==> src/rtl/vbtg_pkg.sv <==
// Shared types, register codes and constants for the vario beep tone generator.
`default_nettype none

package vbtg_pkg;

    localparam int PHASE_BITS_DEF = 16;
    localparam int SINE_DEPTH_DEF = 256;
    localparam int CFG_ADDR_W     = 5;
    localparam int CFG_DATA_W     = 32;

    localparam logic [14:0] S16_FULL = 15'h7FFF;
    localparam logic [15:0] U8_MID   = 16'd127;

    typedef enum logic {
        OP_UPDATE = 1'b0,
        OP_TICK   = 1'b1
    } t_opcode;

    typedef enum logic [1:0] {
        MODE_OFF   = 2'd0,
        MODE_UPPER = 2'd1,
        MODE_LOWER = 2'd2
    } t_sound_mode;

    typedef enum logic [1:0] {
        SHAPE_SINE     = 2'd0,
        SHAPE_SQUARE   = 2'd1,
        SHAPE_TRIANGLE = 2'd2,
        SHAPE_SAW      = 2'd3
    } t_wave_shape;

    typedef enum logic {
        FMT_U8  = 1'b0,
        FMT_S16 = 1'b1
    } t_sample_fmt;

    typedef enum logic [2:0] {
        REG_UPPER_ON      = 3'd0,
        REG_UPPER_OFF     = 3'd1,
        REG_LOWER_ON      = 3'd2,
        REG_LOWER_OFF     = 3'd3,
        REG_WAVE_SHAPE    = 3'd4,
        REG_SAMPLE_FORMAT = 3'd5
    } t_reg_idx;

    typedef struct packed {
        logic signed [15:0] upper_on_level;
        logic signed [15:0] upper_off_level;
        logic signed [15:0] lower_on_level;
        logic signed [15:0] lower_off_level;
        t_wave_shape        wave_shape;
        t_sample_fmt        sample_format;
    } t_cfg;

endpackage

`default_nettype wire

==> src/rtl/vbtg_in_if.sv <==
// Input channel: climb value updates and sample ticks.
`default_nettype none

interface vbtg_in_if;
    logic               valid;
    logic               ready;
    logic               opcode;
    logic signed [15:0] climb_value;
    logic [14:0]        tone_step;
    logic [15:0]        cycle_step;
    logic [16:0]        duty_level;

    modport source (
        output valid, opcode, climb_value, tone_step, cycle_step, duty_level,
        input  ready
    );
    modport sink (
        input  valid, opcode, climb_value, tone_step, cycle_step, duty_level,
        output ready
    );
endinterface

`default_nettype wire

==> src/rtl/vbtg_out_if.sv <==
// Output channel: audio samples with the sound mode in force.
`default_nettype none

interface vbtg_out_if;
    logic               valid;
    logic               ready;
    logic signed [15:0] sample_out;
    logic [1:0]         sound_mode;

    modport source (
        output valid, sample_out, sound_mode,
        input  ready
    );
    modport sink (
        input  valid, sample_out, sound_mode,
        output ready
    );
endinterface

`default_nettype wire

==> src/rtl/vbtg_cfg_regs.sv <==
// APB configuration registers: hysteresis levels, wave shape and sample format.
`default_nettype none

module vbtg_cfg_regs (
    input  logic                                i_clk,
    input  logic                                i_rst_n,
    input  logic                                psel,
    input  logic                                penable,
    input  logic                                pwrite,
    input  logic [vbtg_pkg::CFG_ADDR_W-1:0]     paddr,
    input  logic [vbtg_pkg::CFG_DATA_W-1:0]     pwdata,
    output logic [vbtg_pkg::CFG_DATA_W-1:0]     prdata,
    output logic                                pready,
    output vbtg_pkg::t_cfg                      o_cfg
);
    import vbtg_pkg::*;

    logic signed [15:0] r_upper_on;
    logic signed [15:0] r_upper_off;
    logic signed [15:0] r_lower_on;
    logic signed [15:0] r_lower_off;
    t_wave_shape        r_shape;
    t_sample_fmt        r_fmt;
    logic               wr_en;
    logic [2:0]         reg_sel;

    assign pready  = 1'b1;
    assign wr_en   = psel && penable && pwrite;
    assign reg_sel = paddr[CFG_ADDR_W-1:2];

    always_ff @(posedge i_clk) begin
        if (!i_rst_n) begin
            r_upper_on  <= 16'sd256;
            r_upper_off <= 16'sd128;
            r_lower_on  <= -16'sd512;
            r_lower_off <= -16'sd384;
            r_shape     <= SHAPE_SINE;
            r_fmt       <= FMT_S16;
        end else if (wr_en) begin
            case (reg_sel)
                REG_UPPER_ON:      r_upper_on  <= pwdata[15:0];
                REG_UPPER_OFF:     r_upper_off <= pwdata[15:0];
                REG_LOWER_ON:      r_lower_on  <= pwdata[15:0];
                REG_LOWER_OFF:     r_lower_off <= pwdata[15:0];
                REG_WAVE_SHAPE:    r_shape     <= t_wave_shape'(pwdata[1:0]);
                REG_SAMPLE_FORMAT: r_fmt       <= t_sample_fmt'(pwdata[0]);
                default: ;
            endcase
        end
    end

    always_comb begin
        case (reg_sel)
            REG_UPPER_ON:      prdata = {16'd0, r_upper_on};
            REG_UPPER_OFF:     prdata = {16'd0, r_upper_off};
            REG_LOWER_ON:      prdata = {16'd0, r_lower_on};
            REG_LOWER_OFF:     prdata = {16'd0, r_lower_off};
            REG_WAVE_SHAPE:    prdata = {30'd0, r_shape};
            REG_SAMPLE_FORMAT: prdata = {31'd0, r_fmt};
            default:           prdata = '0;
        endcase
    end

    always_comb begin
        o_cfg.upper_on_level  = r_upper_on;
        o_cfg.upper_off_level = r_upper_off;
        o_cfg.lower_on_level  = r_lower_on;
        o_cfg.lower_off_level = r_lower_off;
        o_cfg.wave_shape      = r_shape;
        o_cfg.sample_format   = r_fmt;
    end

endmodule

`default_nettype wire

==> src/rtl/vbtg_mode.sv <==
// Hysteresis state machine for the sound mode, driven by climb value updates.
`default_nettype none

module vbtg_mode (
    input  logic                   i_clk,
    input  logic                   i_rst_n,
    input  logic                   i_upd,
    input  logic signed [15:0]     i_climb,
    input  vbtg_pkg::t_cfg         i_cfg,
    output vbtg_pkg::t_sound_mode  o_mode
);
    import vbtg_pkg::*;

    t_sound_mode        r_mode;
    t_sound_mode        n_mode;
    logic signed [15:0] r_last;
    logic               r_have;
    logic               take;

    // A repeat of the last value changes nothing.
    assign take = i_upd && !(r_have && (i_climb == r_last));

    always_comb begin
        n_mode = r_mode;
        if (take) begin
            if (!r_have) begin
                if (i_climb >= i_cfg.upper_on_level) begin
                    n_mode = MODE_UPPER;
                end else if (i_climb <= i_cfg.lower_on_level) begin
                    n_mode = MODE_LOWER;
                end
            end else if (i_climb > r_last) begin
                // rising: leave lower first, then maybe enter upper
                if (n_mode == MODE_LOWER && i_climb >= i_cfg.lower_off_level) begin
                    n_mode = MODE_OFF;
                end
                if (n_mode == MODE_OFF && i_climb >= i_cfg.upper_on_level) begin
                    n_mode = MODE_UPPER;
                end
            end else begin
                if (n_mode == MODE_UPPER && i_climb <= i_cfg.upper_off_level) begin
                    n_mode = MODE_OFF;
                end
                if (n_mode == MODE_OFF && i_climb <= i_cfg.lower_on_level) begin
                    n_mode = MODE_LOWER;
                end
            end
        end
    end

    always_ff @(posedge i_clk) begin
        if (!i_rst_n) begin
            r_mode <= MODE_OFF;
            r_have <= 1'b0;
            r_last <= '0;
        end else if (take) begin
            r_mode <= n_mode;
            r_have <= 1'b1;
            r_last <= i_climb;
        end
    end

    always_comb begin
        case (r_mode)
            MODE_UPPER: o_mode = MODE_UPPER;
            MODE_LOWER: o_mode = MODE_LOWER;
            default:    o_mode = MODE_OFF;
        endcase
    end

endmodule

`default_nettype wire

==> src/rtl/vbtg_wave.sv <==
// Waveform sample from the top 16 tone phase bits: sine, square, triangle, sawtooth.
`default_nettype none

module vbtg_wave #(
    parameter int SINE_TABLE_DEPTH = vbtg_pkg::SINE_DEPTH_DEF
) (
    input  logic [15:0]             i_phase,
    input  vbtg_pkg::t_wave_shape   i_shape,
    input  vbtg_pkg::t_sample_fmt   i_fmt,
    output logic signed [15:0]      o_sample
);
    import vbtg_pkg::*;

    localparam int          IW     = $clog2(SINE_TABLE_DEPTH);
    localparam logic [63:0] Q30_ONE = 64'd1 << 30;

    typedef logic [14:0] t_rom [SINE_TABLE_DEPTH];

    // Quarter-wave sine in Q30 by a Taylor series to x^11, scaled to 32767.
    function automatic t_rom build_rom();
        t_rom        rom;
        logic [63:0] x;
        logic [63:0] x2;
        logic [63:0] t;
        logic [63:0] d;
        logic [63:0] s;
        logic [63:0] e;
        for (int i = 0; i < SINE_TABLE_DEPTH; i++) begin
            x  = (64'd1686629713 * 64'(i)) / 64'(SINE_TABLE_DEPTH);
            x2 = (x * x) >> 30;
            t  = Q30_ONE;
            d  = ((x2 * t) >> 30) / 64'd110;
            t  = (d >= Q30_ONE) ? 64'd0 : Q30_ONE - d;
            d  = ((x2 * t) >> 30) / 64'd72;
            t  = (d >= Q30_ONE) ? 64'd0 : Q30_ONE - d;
            d  = ((x2 * t) >> 30) / 64'd42;
            t  = (d >= Q30_ONE) ? 64'd0 : Q30_ONE - d;
            d  = ((x2 * t) >> 30) / 64'd20;
            t  = (d >= Q30_ONE) ? 64'd0 : Q30_ONE - d;
            d  = ((x2 * t) >> 30) / 64'd6;
            t  = (d >= Q30_ONE) ? 64'd0 : Q30_ONE - d;
            s  = (x * t) >> 30;
            e  = (s * 64'd32767 + (64'd1 << 29)) >> 30;
            rom[i] = (e > 64'd32767) ? S16_FULL : e[14:0];
        end
        return rom;
    endfunction

    localparam t_rom SINE_ROM = build_rom();

    logic [1:0]    quad;
    logic [IW+14:0] idx_prod;
    logic [IW-1:0] idx;
    logic [IW:0]   mir_full;
    logic [IW-1:0] rom_idx;
    logic [14:0]   sine_m;
    logic [15:0]   mag;
    logic          neg;
    logic [14:0]   scale;
    logic [30:0]   prod;
    logic [6:0]    sq0;
    logic [15:0]   rem_sum;
    logic [15:0]   sine_q;
    logic [15:0]   sine_rem;
    logic [15:0]   q;
    logic          inexact;
    logic [15:0]   result;

    always_comb begin
        quad     = i_phase[15:14];
        idx_prod = (IW+15)'(i_phase[13:0]) * (IW+15)'(SINE_TABLE_DEPTH);
        idx      = idx_prod[IW+13:14];
        mir_full = (IW+1)'(SINE_TABLE_DEPTH) - {1'b0, idx};
        // odd quadrants run the table backwards; the mirror point is full scale
        rom_idx  = quad[0] ? mir_full[IW-1:0] : idx;
        sine_m   = (quad[0] && (idx == '0)) ? S16_FULL : SINE_ROM[rom_idx];
    end

    always_comb begin
        case (i_shape)
            SHAPE_SINE: begin
                mag = {1'b0, sine_m};
                neg = quad[1];
            end
            SHAPE_SQUARE: begin
                mag = 16'd1;
                neg = i_phase[15];
            end
            SHAPE_TRIANGLE: begin
                if (i_phase < 16'd16384) begin
                    mag = i_phase;
                    neg = 1'b0;
                end else if (i_phase <= 16'd32768) begin
                    mag = 16'd32768 - i_phase;
                    neg = 1'b0;
                end else if (i_phase < 16'd49152) begin
                    mag = i_phase - 16'd32768;
                    neg = 1'b1;
                end else begin
                    mag = 16'(17'h10000 - {1'b0, i_phase});
                    neg = 1'b1;
                end
            end
            SHAPE_SAW: begin
                if (!i_phase[15]) begin
                    mag = i_phase;
                    neg = 1'b0;
                end else begin
                    mag = 16'(17'h10000 - {1'b0, i_phase});
                    neg = 1'b1;
                end
            end
            default: begin
                mag = '0;
                neg = 1'b0;
            end
        endcase
    end

    always_comb begin
        scale = (i_fmt == FMT_S16) ? S16_FULL : U8_MID[14:0];
        prod  = 31'(mag) * 31'(scale);

        // floor(m*127 / 32767): take off by 2^15, fold the quotient back in
        sq0     = prod[21:15];
        rem_sum = 16'(prod[14:0]) + 16'(sq0);
        if (rem_sum >= 16'd32767) begin
            sine_q   = 16'(sq0) + 16'd1;
            sine_rem = rem_sum - 16'd32767;
        end else begin
            sine_q   = 16'(sq0);
            sine_rem = rem_sum;
        end

        case (i_shape)
            SHAPE_SINE: begin
                q       = (i_fmt == FMT_S16) ? mag : sine_q;
                inexact = (i_fmt == FMT_U8) && (sine_rem != '0);
            end
            SHAPE_SQUARE: begin
                q       = (i_fmt == FMT_S16) ? 16'(S16_FULL) : U8_MID;
                inexact = 1'b0;
            end
            SHAPE_TRIANGLE: begin
                q       = 16'(prod >> 14);
                inexact = |prod[13:0];
            end
            SHAPE_SAW: begin
                q       = 16'(prod >> 15);
                inexact = |prod[14:0];
            end
            default: begin
                q       = '0;
                inexact = 1'b0;
            end
        endcase

        // 16-bit truncates toward zero; 8-bit floors around the midpoint
        if (i_fmt == FMT_S16) begin
            result = neg ? (16'd0 - q) : q;
        end else begin
            result = neg ? (U8_MID - q - 16'(inexact)) : (U8_MID + q);
        end
        o_sample = $signed(result);
    end

endmodule

`default_nettype wire

==> src/rtl/vario_beep_tone_generator_core.sv <==
// Top level: input register, beep and tone phase accumulators, output register.
//
//  channel   direction  handshake          payload
//  i_in      in         valid / ready      opcode, climb_value, tone_step,
//                                          cycle_step, duty_level
//  o_out     out        valid / ready      sample_out, sound_mode
//  cfg (APB) in         psel/penable/...   six registers at 4*i, 32-bit data
//
// One item per cycle sustained while the output register is not held; a tick's
// sample passes the input register, then the output register. Updates give no result.
// The phase and mode update plus the sine table lookup sit between those registers.
// Reset is synchronous and clears all control state and the accumulators.
// A tick waits in the input register while the output register is held;
// updates pass through regardless of the output side.
`default_nettype none

module vario_beep_tone_generator_core #(
    parameter int PHASE_BITS       = vbtg_pkg::PHASE_BITS_DEF,
    parameter int SINE_TABLE_DEPTH = vbtg_pkg::SINE_DEPTH_DEF
) (
    input  logic                                i_clk,
    input  logic                                i_rst_n,
    vbtg_in_if.sink                             i_in,
    vbtg_out_if.source                          o_out,
    input  logic                                psel,
    input  logic                                penable,
    input  logic                                pwrite,
    input  logic [vbtg_pkg::CFG_ADDR_W-1:0]     paddr,
    input  logic [vbtg_pkg::CFG_DATA_W-1:0]     pwdata,
    output logic [vbtg_pkg::CFG_DATA_W-1:0]     prdata,
    output logic                                pready
);
    import vbtg_pkg::*;

    t_cfg                  cfg;
    t_sound_mode           mode;

    logic                  r_in_v;
    t_opcode               r_in_op;
    logic signed [15:0]    r_in_climb;
    logic [14:0]           r_in_tone_step;
    logic [15:0]           r_in_cycle_step;
    logic [16:0]           r_in_duty;

    logic [PHASE_BITS-1:0] r_cycle;
    logic [PHASE_BITS-1:0] r_tone;
    logic [PHASE_BITS-1:0] n_cycle;
    logic [PHASE_BITS-1:0] n_tone;

    logic                  r_out_v;
    logic signed [15:0]    r_out_sample;
    t_sound_mode           r_out_mode;
    logic signed [15:0]    n_out_sample;

    logic                  s1_go;
    logic                  tick_go;
    logic                  upd_go;
    logic                  in_take;
    logic [PHASE_BITS+15:0] cyc_top_w;
    logic [PHASE_BITS+15:0] tone_top_w;
    logic [PHASE_BITS+15:0] tone_inc_w;
    logic [PHASE_BITS+15:0] cyc_inc_w;
    logic [15:0]           cyc_top;
    logic [15:0]           tone_top;
    logic                  beep_on;
    logic signed [15:0]    wave_sample;
    logic signed [15:0]    silence;

    vbtg_cfg_regs u_cfg (
        .i_clk   (i_clk),
        .i_rst_n (i_rst_n),
        .psel    (psel),
        .penable (penable),
        .pwrite  (pwrite),
        .paddr   (paddr),
        .pwdata  (pwdata),
        .prdata  (prdata),
        .pready  (pready),
        .o_cfg   (cfg)
    );

    vbtg_mode u_mode (
        .i_clk   (i_clk),
        .i_rst_n (i_rst_n),
        .i_upd   (upd_go),
        .i_climb (r_in_climb),
        .i_cfg   (cfg),
        .o_mode  (mode)
    );

    vbtg_wave #(
        .SINE_TABLE_DEPTH (SINE_TABLE_DEPTH)
    ) u_wave (
        .i_phase  (tone_top),
        .i_shape  (cfg.wave_shape),
        .i_fmt    (cfg.sample_format),
        .o_sample (wave_sample)
    );

    // Updates never need the output register; ticks need it free or draining.
    always_comb begin
        s1_go      = r_in_v && ((r_in_op == OP_UPDATE) || !r_out_v || o_out.ready);
        tick_go    = s1_go && (r_in_op == OP_TICK);
        upd_go     = s1_go && (r_in_op == OP_UPDATE);
        i_in.ready = !r_in_v || s1_go;
        in_take    = i_in.valid && i_in.ready;
    end

    // Align Q0.16 quantities with the phase width in either direction.
    always_comb begin
        cyc_top_w  = {r_cycle, 16'd0} >> PHASE_BITS;
        tone_top_w = {r_tone, 16'd0} >> PHASE_BITS;
        tone_inc_w = {1'b0, r_in_tone_step, {PHASE_BITS{1'b0}}} >> 16;
        cyc_inc_w  = {r_in_cycle_step, {PHASE_BITS{1'b0}}} >> 16;
        cyc_top    = cyc_top_w[15:0];
        tone_top   = tone_top_w[15:0];
        beep_on    = r_in_duty > {1'b0, cyc_top};
        silence    = (cfg.sample_format == FMT_S16) ? 16'sd0 : $signed(U8_MID);
    end

    always_comb begin
        n_out_sample = silence;
        if (mode == MODE_OFF) begin
            n_cycle = '0;
            n_tone  = '0;
        end else begin
            if (beep_on) begin
                n_out_sample = wave_sample;
                n_tone       = r_tone + tone_inc_w[PHASE_BITS-1:0];
            end else begin
                // restart the tone at every beep
                n_tone = '0;
            end
            n_cycle = r_cycle + cyc_inc_w[PHASE_BITS-1:0];
        end
    end

    always_ff @(posedge i_clk) begin
        if (!i_rst_n) begin
            r_in_v <= 1'b0;
        end else begin
            r_in_v <= in_take || (r_in_v && !s1_go);
        end
    end

    always_ff @(posedge i_clk) begin
        if (in_take) begin
            r_in_op         <= t_opcode'(i_in.opcode);
            r_in_climb      <= i_in.climb_value;
            r_in_tone_step  <= i_in.tone_step;
            r_in_cycle_step <= i_in.cycle_step;
            r_in_duty       <= i_in.duty_level;
        end
    end

    always_ff @(posedge i_clk) begin
        if (!i_rst_n) begin
            r_cycle <= '0;
            r_tone  <= '0;
        end else if (tick_go) begin
            r_cycle <= n_cycle;
            r_tone  <= n_tone;
        end
    end

    always_ff @(posedge i_clk) begin
        if (!i_rst_n) begin
            r_out_v <= 1'b0;
        end else begin
            r_out_v <= tick_go || (r_out_v && !o_out.ready);
        end
    end

    always_ff @(posedge i_clk) begin
        if (tick_go) begin
            r_out_sample <= n_out_sample;
            r_out_mode   <= mode;
        end
    end

    always_comb begin
        o_out.valid      = r_out_v;
        o_out.sample_out = r_out_sample;
        o_out.sound_mode = r_out_mode;
    end

endmodule

`default_nettype wire
==> src/flat_wrapper.sv <==
// flat-port wrapper written by rule: the top's interface ports become plain ports
module vario_beep_tone_generator_core_flat import vbtg_pkg::*;
#(
    parameter int PHASE_BITS       = vbtg_pkg::PHASE_BITS_DEF,
    parameter int SINE_TABLE_DEPTH = vbtg_pkg::SINE_DEPTH_DEF
)
  (i_clk, i_rst_n, psel, penable, pwrite, paddr, pwdata, prdata, pready, i_in_valid, i_in_opcode, i_in_climb_value, i_in_tone_step, i_in_cycle_step, i_in_duty_level, i_in_ready, o_out_valid, o_out_sample_out, o_out_sound_mode, o_out_ready);
  vbtg_in_if i_in_i ();
  vbtg_out_if o_out_i ();
  input  logic i_clk;
  input  logic i_rst_n;
  input  logic psel;
  input  logic penable;
  input  logic pwrite;
  input  logic [vbtg_pkg::CFG_ADDR_W-1:0] paddr;
  input  logic [vbtg_pkg::CFG_DATA_W-1:0] pwdata;
  output logic [vbtg_pkg::CFG_DATA_W-1:0] prdata;
  output logic pready;
  input wire logic [$bits(i_in_i.valid)-1:0] i_in_valid;
  input wire logic [$bits(i_in_i.opcode)-1:0] i_in_opcode;
  input wire logic [$bits(i_in_i.climb_value)-1:0] i_in_climb_value;
  input wire logic [$bits(i_in_i.tone_step)-1:0] i_in_tone_step;
  input wire logic [$bits(i_in_i.cycle_step)-1:0] i_in_cycle_step;
  input wire logic [$bits(i_in_i.duty_level)-1:0] i_in_duty_level;
  output wire logic [$bits(i_in_i.ready)-1:0] i_in_ready;
  output wire logic [$bits(o_out_i.valid)-1:0] o_out_valid;
  output wire logic [$bits(o_out_i.sample_out)-1:0] o_out_sample_out;
  output wire logic [$bits(o_out_i.sound_mode)-1:0] o_out_sound_mode;
  input wire logic [$bits(o_out_i.ready)-1:0] o_out_ready;
  assign i_in_i.valid = i_in_valid;
  assign i_in_i.opcode = i_in_opcode;
  assign i_in_i.climb_value = i_in_climb_value;
  assign i_in_i.tone_step = i_in_tone_step;
  assign i_in_i.cycle_step = i_in_cycle_step;
  assign i_in_i.duty_level = i_in_duty_level;
  assign i_in_ready = i_in_i.ready;
  assign o_out_valid = o_out_i.valid;
  assign o_out_sample_out = o_out_i.sample_out;
  assign o_out_sound_mode = o_out_i.sound_mode;
  assign o_out_i.ready = o_out_ready;
  vario_beep_tone_generator_core #(.PHASE_BITS(PHASE_BITS), .SINE_TABLE_DEPTH(SINE_TABLE_DEPTH)) u_core (.i_clk(i_clk), .i_rst_n(i_rst_n), .i_in(i_in_i), .o_out(o_out_i), .psel(psel), .penable(penable), .pwrite(pwrite), .paddr(paddr), .pwdata(pwdata), .prdata(prdata), .pready(pready));
endmodule
==> config.mk <==
export PLATFORM = sky130hd
export DESIGN_NAME = vario_beep_tone_generator_core_flat
export DESIGN_NICKNAME = d
export VERILOG_FILES = /design/src/rtl/vbtg_pkg.sv /design/src/rtl/vbtg_in_if.sv /design/src/rtl/vbtg_out_if.sv /design/src/rtl/vbtg_cfg_regs.sv /design/src/rtl/vbtg_mode.sv /design/src/rtl/vbtg_wave.sv /design/src/rtl/vario_beep_tone_generator_core.sv /design/src/flat_wrapper.sv
export SDC_FILE = /design/constraint.sdc
export NUM_CORES = 1
export LEC_CHECK = 0
export BUFFER_PORTS_ARGS = -buffer_cell sky130_fd_sc_hd__buf_2
export CORE_MARGIN = 2
export CORE_UTILIZATION = 25
export DETAILED_ROUTE_END_ITERATION = 6
export PLACE_DENSITY_LB_ADDON = 0.25
export SYNTH_ARGS = -nofsm -noshare
export SYNTH_HDL_FRONTEND = slang
export SYNTH_SLANG_ARGS = --single-unit
==> constraint.sdc <==
create_clock -name i_clk -period 37 [get_ports i_clk]
set_input_delay 3.7 -clock i_clk [delete_from_list [all_inputs] [get_ports i_clk]]
set_output_delay 3.7 -clock i_clk [all_outputs]
set_load 0.05 [all_outputs]
# Word level (Yosys, flattened, before mapping)
# Memory sizes are Yosys's and may differ from the RTL's.
# Cells that the tools add are included.
# classes
n_addsub	13
n_mul	1
div	0
magnitude_cmp	11
n_eq_ne	11
shifts	0
mux	45
bitwise_logic	3
n_reduce_logical	44
# op_table
cell	count
16-bit 2-to-1 mux	15
16-bit one-hot mux with 4 select lines	2
16-bit one-hot mux with 6 select lines	1
15-bit 2-to-1 mux	5
16-bit greater-or-equal comparator	2
16-bit <= comparator	2
1-bit by 16-bit subtractor with 16-bit output, first input constant	2
16-bit by 15-bit multiplier with 31-bit output	1
2-bit 2-to-1 mux	14
17-bit by 16-bit greater-than comparator with 1-bit output	1
15-bit by 7-bit adder with 16-bit output	1
16-bit by 15-bit adder with 16-bit output	1
16-bit adder	1
7-bit by 16-bit adder with 16-bit output, first input constant	1
16-bit == test	1
16-bit by 15-bit greater-or-equal comparator with 1-bit output, second input constant	1
16-bit greater-than comparator	1
16-bit <= comparator, second input constant	1
1-bit logical AND	16
16-bit by 15-bit less-than comparator with 1-bit output, second input constant	1
16-bit less-than comparator, second input constant	1
16-bit nonzero test	1
16-bit by 1-bit subtractor with 16-bit output	1
16-bit by 15-bit subtractor with 16-bit output, second input constant	1
other kinds (29)	54
# totals
reg_bits	203
latch_bits	0
ramBits	0
romBits	3840
input_bits	109
output_inout_bits	53
word_cells	149
mem_count	1
# mem_list
name	words	word_bits	read_ports	rd_ports_with_merged_regs	wr	line_no	source
(name not given)	256	15	1	0	0	vbtg_wave.sv:76	sine_m = (quad[0] && (idx == '0)) ? S16_FULL : SINE_ROM[rom_idx];

# Longest topological paths before layout
# Gate-level depths: netlist (run 1).
# logic_depth
depth_word	20
mapped_depth	78
depth_no_buf	69

# By module
# A second synthesis (run 1) with hierarchy kept.
# hier_totals
cells_unflattened	3219
hier_area_um2	26648.1
# modules_own_cells
module	instances	cells_per_inst	area_per_inst_um2	seq_area_each_um2
vbtg_wave	1	2030	14818.0	0.0
vario_beep_tone_generator_core	1	481	5703.0	3173.0
vbtg_cfg_regs	1	326	3209.3	1341.3
vbtg_mode	1	382	2917.8	380.4

# Least setup slack after synthesis (run 1)
# No wires, ideal clock.
# synth_path
kind	reg-to-reg
start	register u_core.r_tone[6]
end	register u_core.r_out_sample[15], in the netlist u_core.o_out.sample_out[15] (data pin)
setup_time_ns	0.254
arrival_ns	15.851
t_required_ns	36.746
path_slack_ns	20.895
path_stages_with_launch	66
path_buffers	7
synth_period_minus_slack_ns	16.105
path_cell_list	dfxtp_1 clkinv_1 ha_1 nor2b_1 xnor2_2 clkbuf_1 buf_2 buf_1 buf_1 buf_2 ha_1 clkbuf_1 nor3_1 a21oi_1 o21ai_0 mux4_2 a211oi_1 and2_1 [30 not listed] o211ai_1 nand2_1 inv_1 ha_1 fa_1 a21oi_1 nor2_1 nor2_1 o21bai_1 a21oi_1 o21bai_1 a2111oi_0 o41ai_1 a221o_1 xor2_1 nand2_1 nand3_1 o21a_1
# synth_via
elab_chain_cells	20
word_cells_on_any_way	46
classes_between	add/sub: 11; mul: 1; order compare: 4; mux: 22; bitwise: 1; reduce/logical: 6; memory: 1
# synth_lines
item	line_no	source
start, declared	vario_beep_tone_generator_core.sv:46	logic [PHASE_BITS-1:0] r_tone;
start signal, assigned	vario_beep_tone_generator_core.sv:162	r_tone <= n_tone;
1-bit by 8-bit subtractor with 8-bit output	vbtg_wave.sv:73	mir_full = (IW+1)'(SINE_TABLE_DEPTH) - {1'b0, idx};
8-bit 2-to-1 mux	vbtg_wave.sv:75	rom_idx = quad[0] ? mir_full[IW-1:0] : idx;
8-bit inverter with 9-bit output (not written as such)	vbtg_wave.sv:76	
memory 256 x 15 bit	n/a	
15-bit 2-to-1 mux (not written as such) (2 in a row)	vbtg_wave.sv:76	
15-bit 2-to-1 mux	vbtg_wave.sv:76	
16-bit one-hot mux with 4 select lines	vbtg_wave.sv:80	case (i_shape)
16-bit by 15-bit multiplier with 31-bit output	vbtg_wave.sv:122	prod = 31'(mag) * 31'(scale);
[3 not listed]	n/a	
16-bit 2-to-1 mux or 16-bit nonzero test (tied branches)	vbtg_wave.sv:137, vbtg_wave.sv:138	
16-bit one-hot mux with 4 select lines or 1-bit logical AND (tied branches)	vbtg_wave.sv:135, vbtg_wave.sv:138	
7-bit by 16-bit subtractor with 16-bit output or 1-bit one-hot mux with 4 select lines (tied branches)	vbtg_wave.sv:162, vbtg_wave.sv:135	
16-bit by 1-bit subtractor with 16-bit output	vbtg_wave.sv:162	result = neg ? (U8_MID - q - 16'(inexact)) : (U8_MID + q);
16-bit 2-to-1 mux	vbtg_wave.sv:162	
16-bit 2-to-1 mux (*)	vbtg_wave.sv:159	if (i_fmt == FMT_S16) begin
16-bit 2-to-1 mux (*)	vario_beep_tone_generator_core.sv:127	if (beep_on) begin
16-bit 2-to-1 mux (*)	vario_beep_tone_generator_core.sv:123	if (mode == MODE_OFF) begin
end signal, assigned	vario_beep_tone_generator_core.sv:176	r_out_sample <= n_out_sample;
end, declared	vario_beep_tone_generator_core.sv:51	logic signed [15:0] r_out_sample;
# Mark *: on every way between the ends. The rest lies on a longest branch, timed or not. The select of a mux whose other input is x is not followed.
# A chain may end at the register's enable or synchronous reset.

# Worst setup path in the final report (run 1)
# Ends and elaborated chain as after synthesis.

==> results.toml, run 1 <==
[clock_tree]
cts_inserted_buffers = 22
cts_root_buf = "clkbuf_16"
cts_hold_buffers = 0
cts_resized = 0
cts_tree = "built"
clock_sink_count = 203
clk_pin_slew_ns = 0.07
clockBufferDepth = 3
insertion_delay_ns = 0.57
h-tree-depth = 1
postCtsSetupBuffers = 0

[timing]
hold_viol = 0
max-slew-margin-rel = 0.237
clock_skew_ns = 0.0420
fin_crit_ns = 19.84
fin_setup_tns_ns = 0
setup_viol = 0
fin_crit_sh = 0.536
max_slew.worst_pin.slew_ns = 1.12
maxSlewViolCount = 0
rsz0062_at_grt = "false"
fmax_mhz = 50.4

[detailed_routing]
drt-total-wl_mm = 90.8
wl_per_cell_um = 19.3
drt-initial-drc-count = 1938
remaining_drc_errors = 0
viasPerCell = 5.10
via_count = 23935
drtPass1Iterations = 6
antenna_left = 0

[logic_synthesis]
ys_seq_area_frac = 0.185
synth_top_flop_cell = "dfxtp_1"
synth_seq_cells = 203
yosysWarnings = 0
async_reset_ff_frac = 0
ys_top_cells_by_count = "361 x inv_1, 321 x nand2_1, 297 x ha_1"
synth_enable_flop_cells = 83
syn-instance-count = 3263
ys_top_cells_by_area = "ha_1 14%, fa_1 12%, edfxtp_1 9.4%"
synth.avg_cell_area_um2 = 8.11
yosysMostFrequentCell = "inv_1"
synth.top_cell.area_share = 0.140
synth_area_mm2 = 0.0265
synth.largest_area_cell = "ha_1"
synth_cell_types = 105

[hold_path]
min_path_type = "flip-flop to flip-flop"

[placed_design]
portBuffers = 126
placed_cell_area_mm2 = 0.0285
hpwl_mm = 68.8
gp_congestion = 0.929

[worst_setup_path]
path_max_fanout = 63
crit_path_top_delay_cell = "xnor2_1"
cp_slowest_stage_delay_ns = 0.78
cp_common_cell = "nor2_1"
worstPathArrival_ns = 20.16
startpoint_type = "flip-flop"
critPathRequiredTime_ns = 37.32
worst-setup-path-type = "flip-flop to flip-flop"
cp-end-kind = "flip-flop"

[global_route]
grt_use_total = 0.165
grt.overflow.total = 0
grt_pass1_vias = 23193
grt_max_degree = 85
antenna_found_initial = 5
grt_pass1_wl_mm = 141

[power_and_ir_drop]
leakagePower_nw = 12.3
peakVddDrop_mv = 0.0913
p_per_area_mw_per_mm2 = 67.7
total_power_w = 0.00198

[floorplan]
start_util = 0.252
ios = 162
die_h_um = 329
rows = 119
fp.dieW_um = 329
dieArea_mm2 = 0.109
core-area_mm2 = 0.105

[final_layout]
final_area_mm2 = 0.0293
final_net_count = 3847
areaGrowthSynthToFinish_pct = 10.5
drive_gt1_frac = 0.0909

[run_status]
outcome = "finished clean"

[job]
max_cap_viol_count = 0
[cell families after synthesis]
kind of cell | Yosys count | share of synthesized area
AOI/OAI and AO/OA | 933 | 0.236
xor gates and xnor gates | 96 | 0.0323
adders and majority gates | 454 | 0.259
buffers and inverters | 572 | 0.0861
DFF | 203 | 0.185
muxes | 74 | 0.0381
other | 2 | 0.000284
and+or+nand+nor | 929 | 0.163
[layer usage]
metal	up-vias	global-route usage	share of wire
met5	-	0	0.00061
met2	765	0.267	0.45
met3	160	0.0179	0.053
met1	11419	0.229	0.46
met4	8	0.0509	0.033
li1	11583	-	-
[cell type report]
class | instances | area, µm²
repair buffers | 185 | 1070
multi-input cells | 2503 | 19400
flip-flops and latches | 203 | 4900
clock inverters | 12 | 103
clock buffers | 28 | 616
inverters | 369 | 1390
fillers | 11560 | 75900
well taps | 1391 | 1740
diodes | 1 | 2.50
[critical path: cells and delay by family, from the launching register on]
kind	cells	cell delay (ns)
AOI/OAI and AO/OA	23	5.65
adders and majority gates	11	5.11
and+or+nand+nor	15	3.70
buffers and inverters	14	3.64
xor gates and xnor gates	4	1.10
DFF	1	0.31
[flip-flops by register name, summed over array words and instances (netlist names), 2 cells and up]
signal and count:
u_core.r_in_cycle_step 16, u_core.r_in_climb 16, u_core.o_out.sample_out 16, u_core.u_mode.r_last 16
u_core.u_mode.r_mode 2, u_core.u_cfg.r_upper_off 16, u_core.cyc_top 16, u_core.r_tone 16
u_core.r_in_tone_step 15, u_core.u_cfg.r_shape 2, u_core.u_cfg.r_lower_on 16, u_core.u_cfg.r_upper_on 16
u_core.r_in_duty 17, u_core.o_out.sound_mode 2, u_core.u_cfg.r_lower_off 16
[power by group]
group | internal (W) | total [W] | leakage, nW | switching, W
registers | 0.000240 | 0.000248 | 1.78 | 0.00000731
logic | 0.000556 | 0.00151 | 10.1 | 0.000950
clock network | 0.000126 | 0.000228 | 0.354 | 0.000102
total | 0.000922 | 0.00198 | 12.3 | 0.00106
[metrics by stage]
step	util	setup slack, ns	cells	hold slack [ns]
global route	0.278	15.81	4692	0.478
detailed placement	0.272	17.40	4651	0.447
finish	0.278	17.16	4692	0.455
floorplan	-	20.89	3278	0.436
CTS	0.278	17.36	4691	0.456
global placement	0.272	17.25	4651	0.443
[worst paths after layout]
check	slack, ns	end	start	depth (start not counted)
hold reg to reg	0.46	u_core.u_cfg.r_lower_on[1]	u_core.u_cfg.r_lower_on[1]	2
setup reg to reg	17.16	u_core.o_out.sample_out[15]	u_core.r_tone[6]	67
setup / recovery	17.16	u_core.o_out.sample_out[15]	u_core.r_tone[6]	67
hold / removal	0.46	u_core.u_cfg.r_lower_on[1]	u_core.u_cfg.r_lower_on[1]	2
[cells in the final DEF, fill, tap and decap left out, types with 48 or more instances in the layout]
cell and n:
a211oi_1 53, a21oi_1 262, o21ai_0 156, fa_1 157, o211ai_1 58, buf_2 126, xnor2_1 58, inv_1 359
nor3_1 50, nand3_1 63, edfxtp_1 83, nor2b_1 53, dfxtp_1 117, nand2_1 321, ha_1 297, mux2i_1 48
nor2_1 270, buf_4 59
(Power assumes the default switching activity.)
==> run 2: changes to the inputs <==
--- a/config.mk
+++ b/config.mk
@@ -5,6 +5,7 @@
 export SDC_FILE = /design/constraint.sdc
 export NUM_CORES = 1
 export LEC_CHECK = 0
+export ABC_AREA = 1
 export BUFFER_PORTS_ARGS = -buffer_cell sky130_fd_sc_hd__buf_2
 export CORE_MARGIN = 2
 export CORE_UTILIZATION = 25
==> constraint.sdc (replaced) <==
create_clock -name i_clk -period 16.6 [get_ports i_clk]
set_input_delay 1.66 -clock i_clk [delete_from_list [all_inputs] [get_ports i_clk]]
set_output_delay 1.66 -clock i_clk [all_outputs]
set_load 0.05 [all_outputs]
==> results.toml, run 2 <==
[logic_synthesis]
synth.largest_area_cell = "ha_1"
synth_top_family_by_area = "adder cells"
ys_top_cells_by_area = "ha_1 15%, fa_1 13%, edfxtp_1 10%"
async_reset_ff_frac = 0
synth_area_mm2 = 0.0247
synth.avg_cell_area_um2 = 7.49
synth_enable_flop_cells = 83
yosysMostFrequentCell = "inv_1"
ys_top_cells_by_count = "535 x inv_1, 519 x nand2_1, 297 x ha_1"
synth.top_cell.area_share = 0.150
ys_seq_area_frac = 0.198
yosysWarnings = 0
synthXorXnorAreaFrac = 0.0254
synthAdderAreaFrac = 0.277
synth_cell_types = 71
synthMuxAreaShare = 0
synth_seq_cells = 203
synth_compound_area_frac = 0.193
syn-instance-count = 3300
synth-simple-area-share = 0.192
synth_top_flop_cell = "dfxtp_1"

[final_layout]
layout_commonest_cell = "inv_1"
final_cell_mix = "535 x inv_1, 518 x nand2_1, 297 x ha_1"
areaGrowthSynthToFinish_pct = 10.7
final_net_count = 3937
largest_reg_flops = 17
drive_gt1_frac = 0.0934
layout.cells.non_filler = 4681
largest_register = "u_core.r_in_duty"
final_area_mm2 = 0.0274

[clock_tree]
cts_resized = 0
cts_hold_buffers = 0
clock_sink_count = 203
clockBufferDepth = 3
cts_inserted_buffers = 25
postCtsSetupBuffers = 0
insertion_delay_ns = 0.55
cts_root_buf = "clkbuf_16"
cts_tree = "built"
clk_pin_slew_ns = 0.06
h-tree-depth = 1

[detailed_routing]
drtPass1Iterations = 6
wl_per_cell_um = 18.1
drt-total-wl_mm = 84.6
remaining_drc_errors = 0
viasPerCell = 4.86
drt-initial-drc-count = 1944
antenna_left = 0
via_count = 22764

[floorplan]
start_util = 0.252
dieArea_mm2 = 0.101
ios = 162
fp.dieW_um = 319
die_h_um = 319
rows = 115
core-area_mm2 = 0.0983

[worst_setup_path]
worstPathArrival_ns = 15.13
path_max_fanout = 18
crit_path_top_delay_cell = "fa_1"
ff2ff_path_depth = 75
reg2reg_to = "u_core.o_out.sample_out[15]"
cp_common_cell = "nand2_1"
r2r_slack_ns = 1.83
critPathRequiredTime_ns = 16.95
r2r-start = "u_core.r_tone[6]"
startpoint_type = "flip-flop"
cp_slowest_stage_delay_ns = 0.55
cp-end-kind = "flip-flop"
worst-setup-path-type = "flip-flop to flip-flop"

[placed_design]
hpwl_mm = 66.6
gp_congestion = 0.979
portBuffers = 126
placed_cells = 4634
placed_cell_area_mm2 = 0.0266

[global_route]
top_usage_layer = "met2"
grt_max_degree = 70
antenna_found_initial = 4
met2_usage = 0.286
use_met1 = 0.217
grt_pass1_vias = 22590
met3_usage = 0.0180
grt_pass1_wl_mm = 133
grt_use_total = 0.165
grt.overflow.total = 0

[timing]
fmax_mhz = 67.7
hold_viol = 0
rsz0062_at_grt = "false"
max-slew-margin-rel = 0.163
maxSlewViolCount = 0
fin_setup_tns_ns = 0
fin_crit_ns = 14.77
setup_viol = 0
fin_crit_sh = 0.890
max_slew.worst_pin.slew_ns = 1.25
clock_skew_ns = 0.0282

[power_and_ir_drop]
leakagePower_nw = 12.8
p_per_area_mw_per_mm2 = 208
total_power_w = 0.00568
peakVddDrop_mv = 0.282

[hold_path]
min_path_type = "flip-flop to flip-flop"
worstHoldStart = "u_core.u_mode.r_last[5]"
min_path_cells = 2
hold_path_end = "u_core.u_mode.r_last[5]"

[job]
max_cap_viol_count = 0

[run_status]
outcome = "finished clean"
[run 2: cell types whose count changed after synthesis, sizes merged, moves of 29 or more]
cell / before / now
o21a: 42 / 4
nand3: 64 / 183
clkbuf: 121 / 59
a211oi: 54 / 9
inv: 362 / 564
xnor2: 62 / 23
nor2b: 53 / 0
a31oi: 48 / 19
nand2: 321 / 548
o21ai: 164 / 270
mux2i: 49 / 0
a21o: 42 / 8
[run 2: worst max-delay path by stage]
stage,from,endpoint,slack [ns],cells past startpoint
after global placement,u_core.r_tone[6],u_core.o_out.sample_out[15],1.89,74
after global routing,u_core.r_tone[6],u_core.o_out.sample_out[15],0.38,74
final,u_core.r_tone[6],u_core.o_out.sample_out[15],1.83,75
after detailed placement,u_core.r_tone[6],u_core.o_out.sample_out[15],1.83,74
after CTS,u_core.r_tone[6],u_core.o_out.sample_out[15],1.78,74
after floorplan,u_core.r_tone[6],u_core.o_out.sample_out[13],4.26,73
[run 2: kinds of logic (layout without fill, tap and decap cells)]
group / after synthesis / count (layout)
DFF: 203 / 203
xor gates and xnor gates: 71 / 71
and+or+nand+nor: 1071 / 1071
AOI/OAI and AO/OA: 804 / 804
adders and majority gates: 454 / 454
other: 2 / 18
buffers and inverters: 695 / 773
[run 2: worst max-delay path: cells and delay by family, from the launching register on]
kind	cells	cell delay, ns
compound gates	16	2.62
xor+xnor	1	0.51
fa+ha+maj	13	5.28
buf+inv	13	1.83
flops	1	0.32
simple gates	32	3.97
[run 2: layer usage]
metal  vias to the layer above  wire length [µm]
li1                      11180                 -
met1                     10758             37300
met2                       680             40500
met3                       138              4500
met4                         8              2330
met5                         -                53
[run 2: final cells by class]
cell class | count | area, µm²
sequential | 203 | 4890
multi-input combinational | 2417 | 17100
clock inverter | 15 | 103
inverter | 570 | 2140
clock buffer | 31 | 658
timing repair buffer | 157 | 863
antenna | 1 | 2.50
tap | 1287 | 1610
fill | 10857 | 70900
[run 2: where the power goes]
| part | internal (W) | total [W] | switching, W |
|---|---|---|---|
| sequential | 0.000538 | 0.000552 | 0.0000139 |
| clock | 0.000296 | 0.000519 | 0.000223 |
| combinational | 0.00160 | 0.00461 | 0.00301 |
[run 2: metrics by stage]
stage / setup WS (ns) / util / hold WS [ns]
final: 1.83 / 0.279 / 0.461
after detailed placement: 1.83 / 0.271 / 0.455
after floorplan: 4.26 / - / 0.435
after global routing: 0.378 / 0.279 / 0.486
after CTS: 1.78 / 0.279 / 0.464
after global placement: 1.89 / 0.271 / 0.452
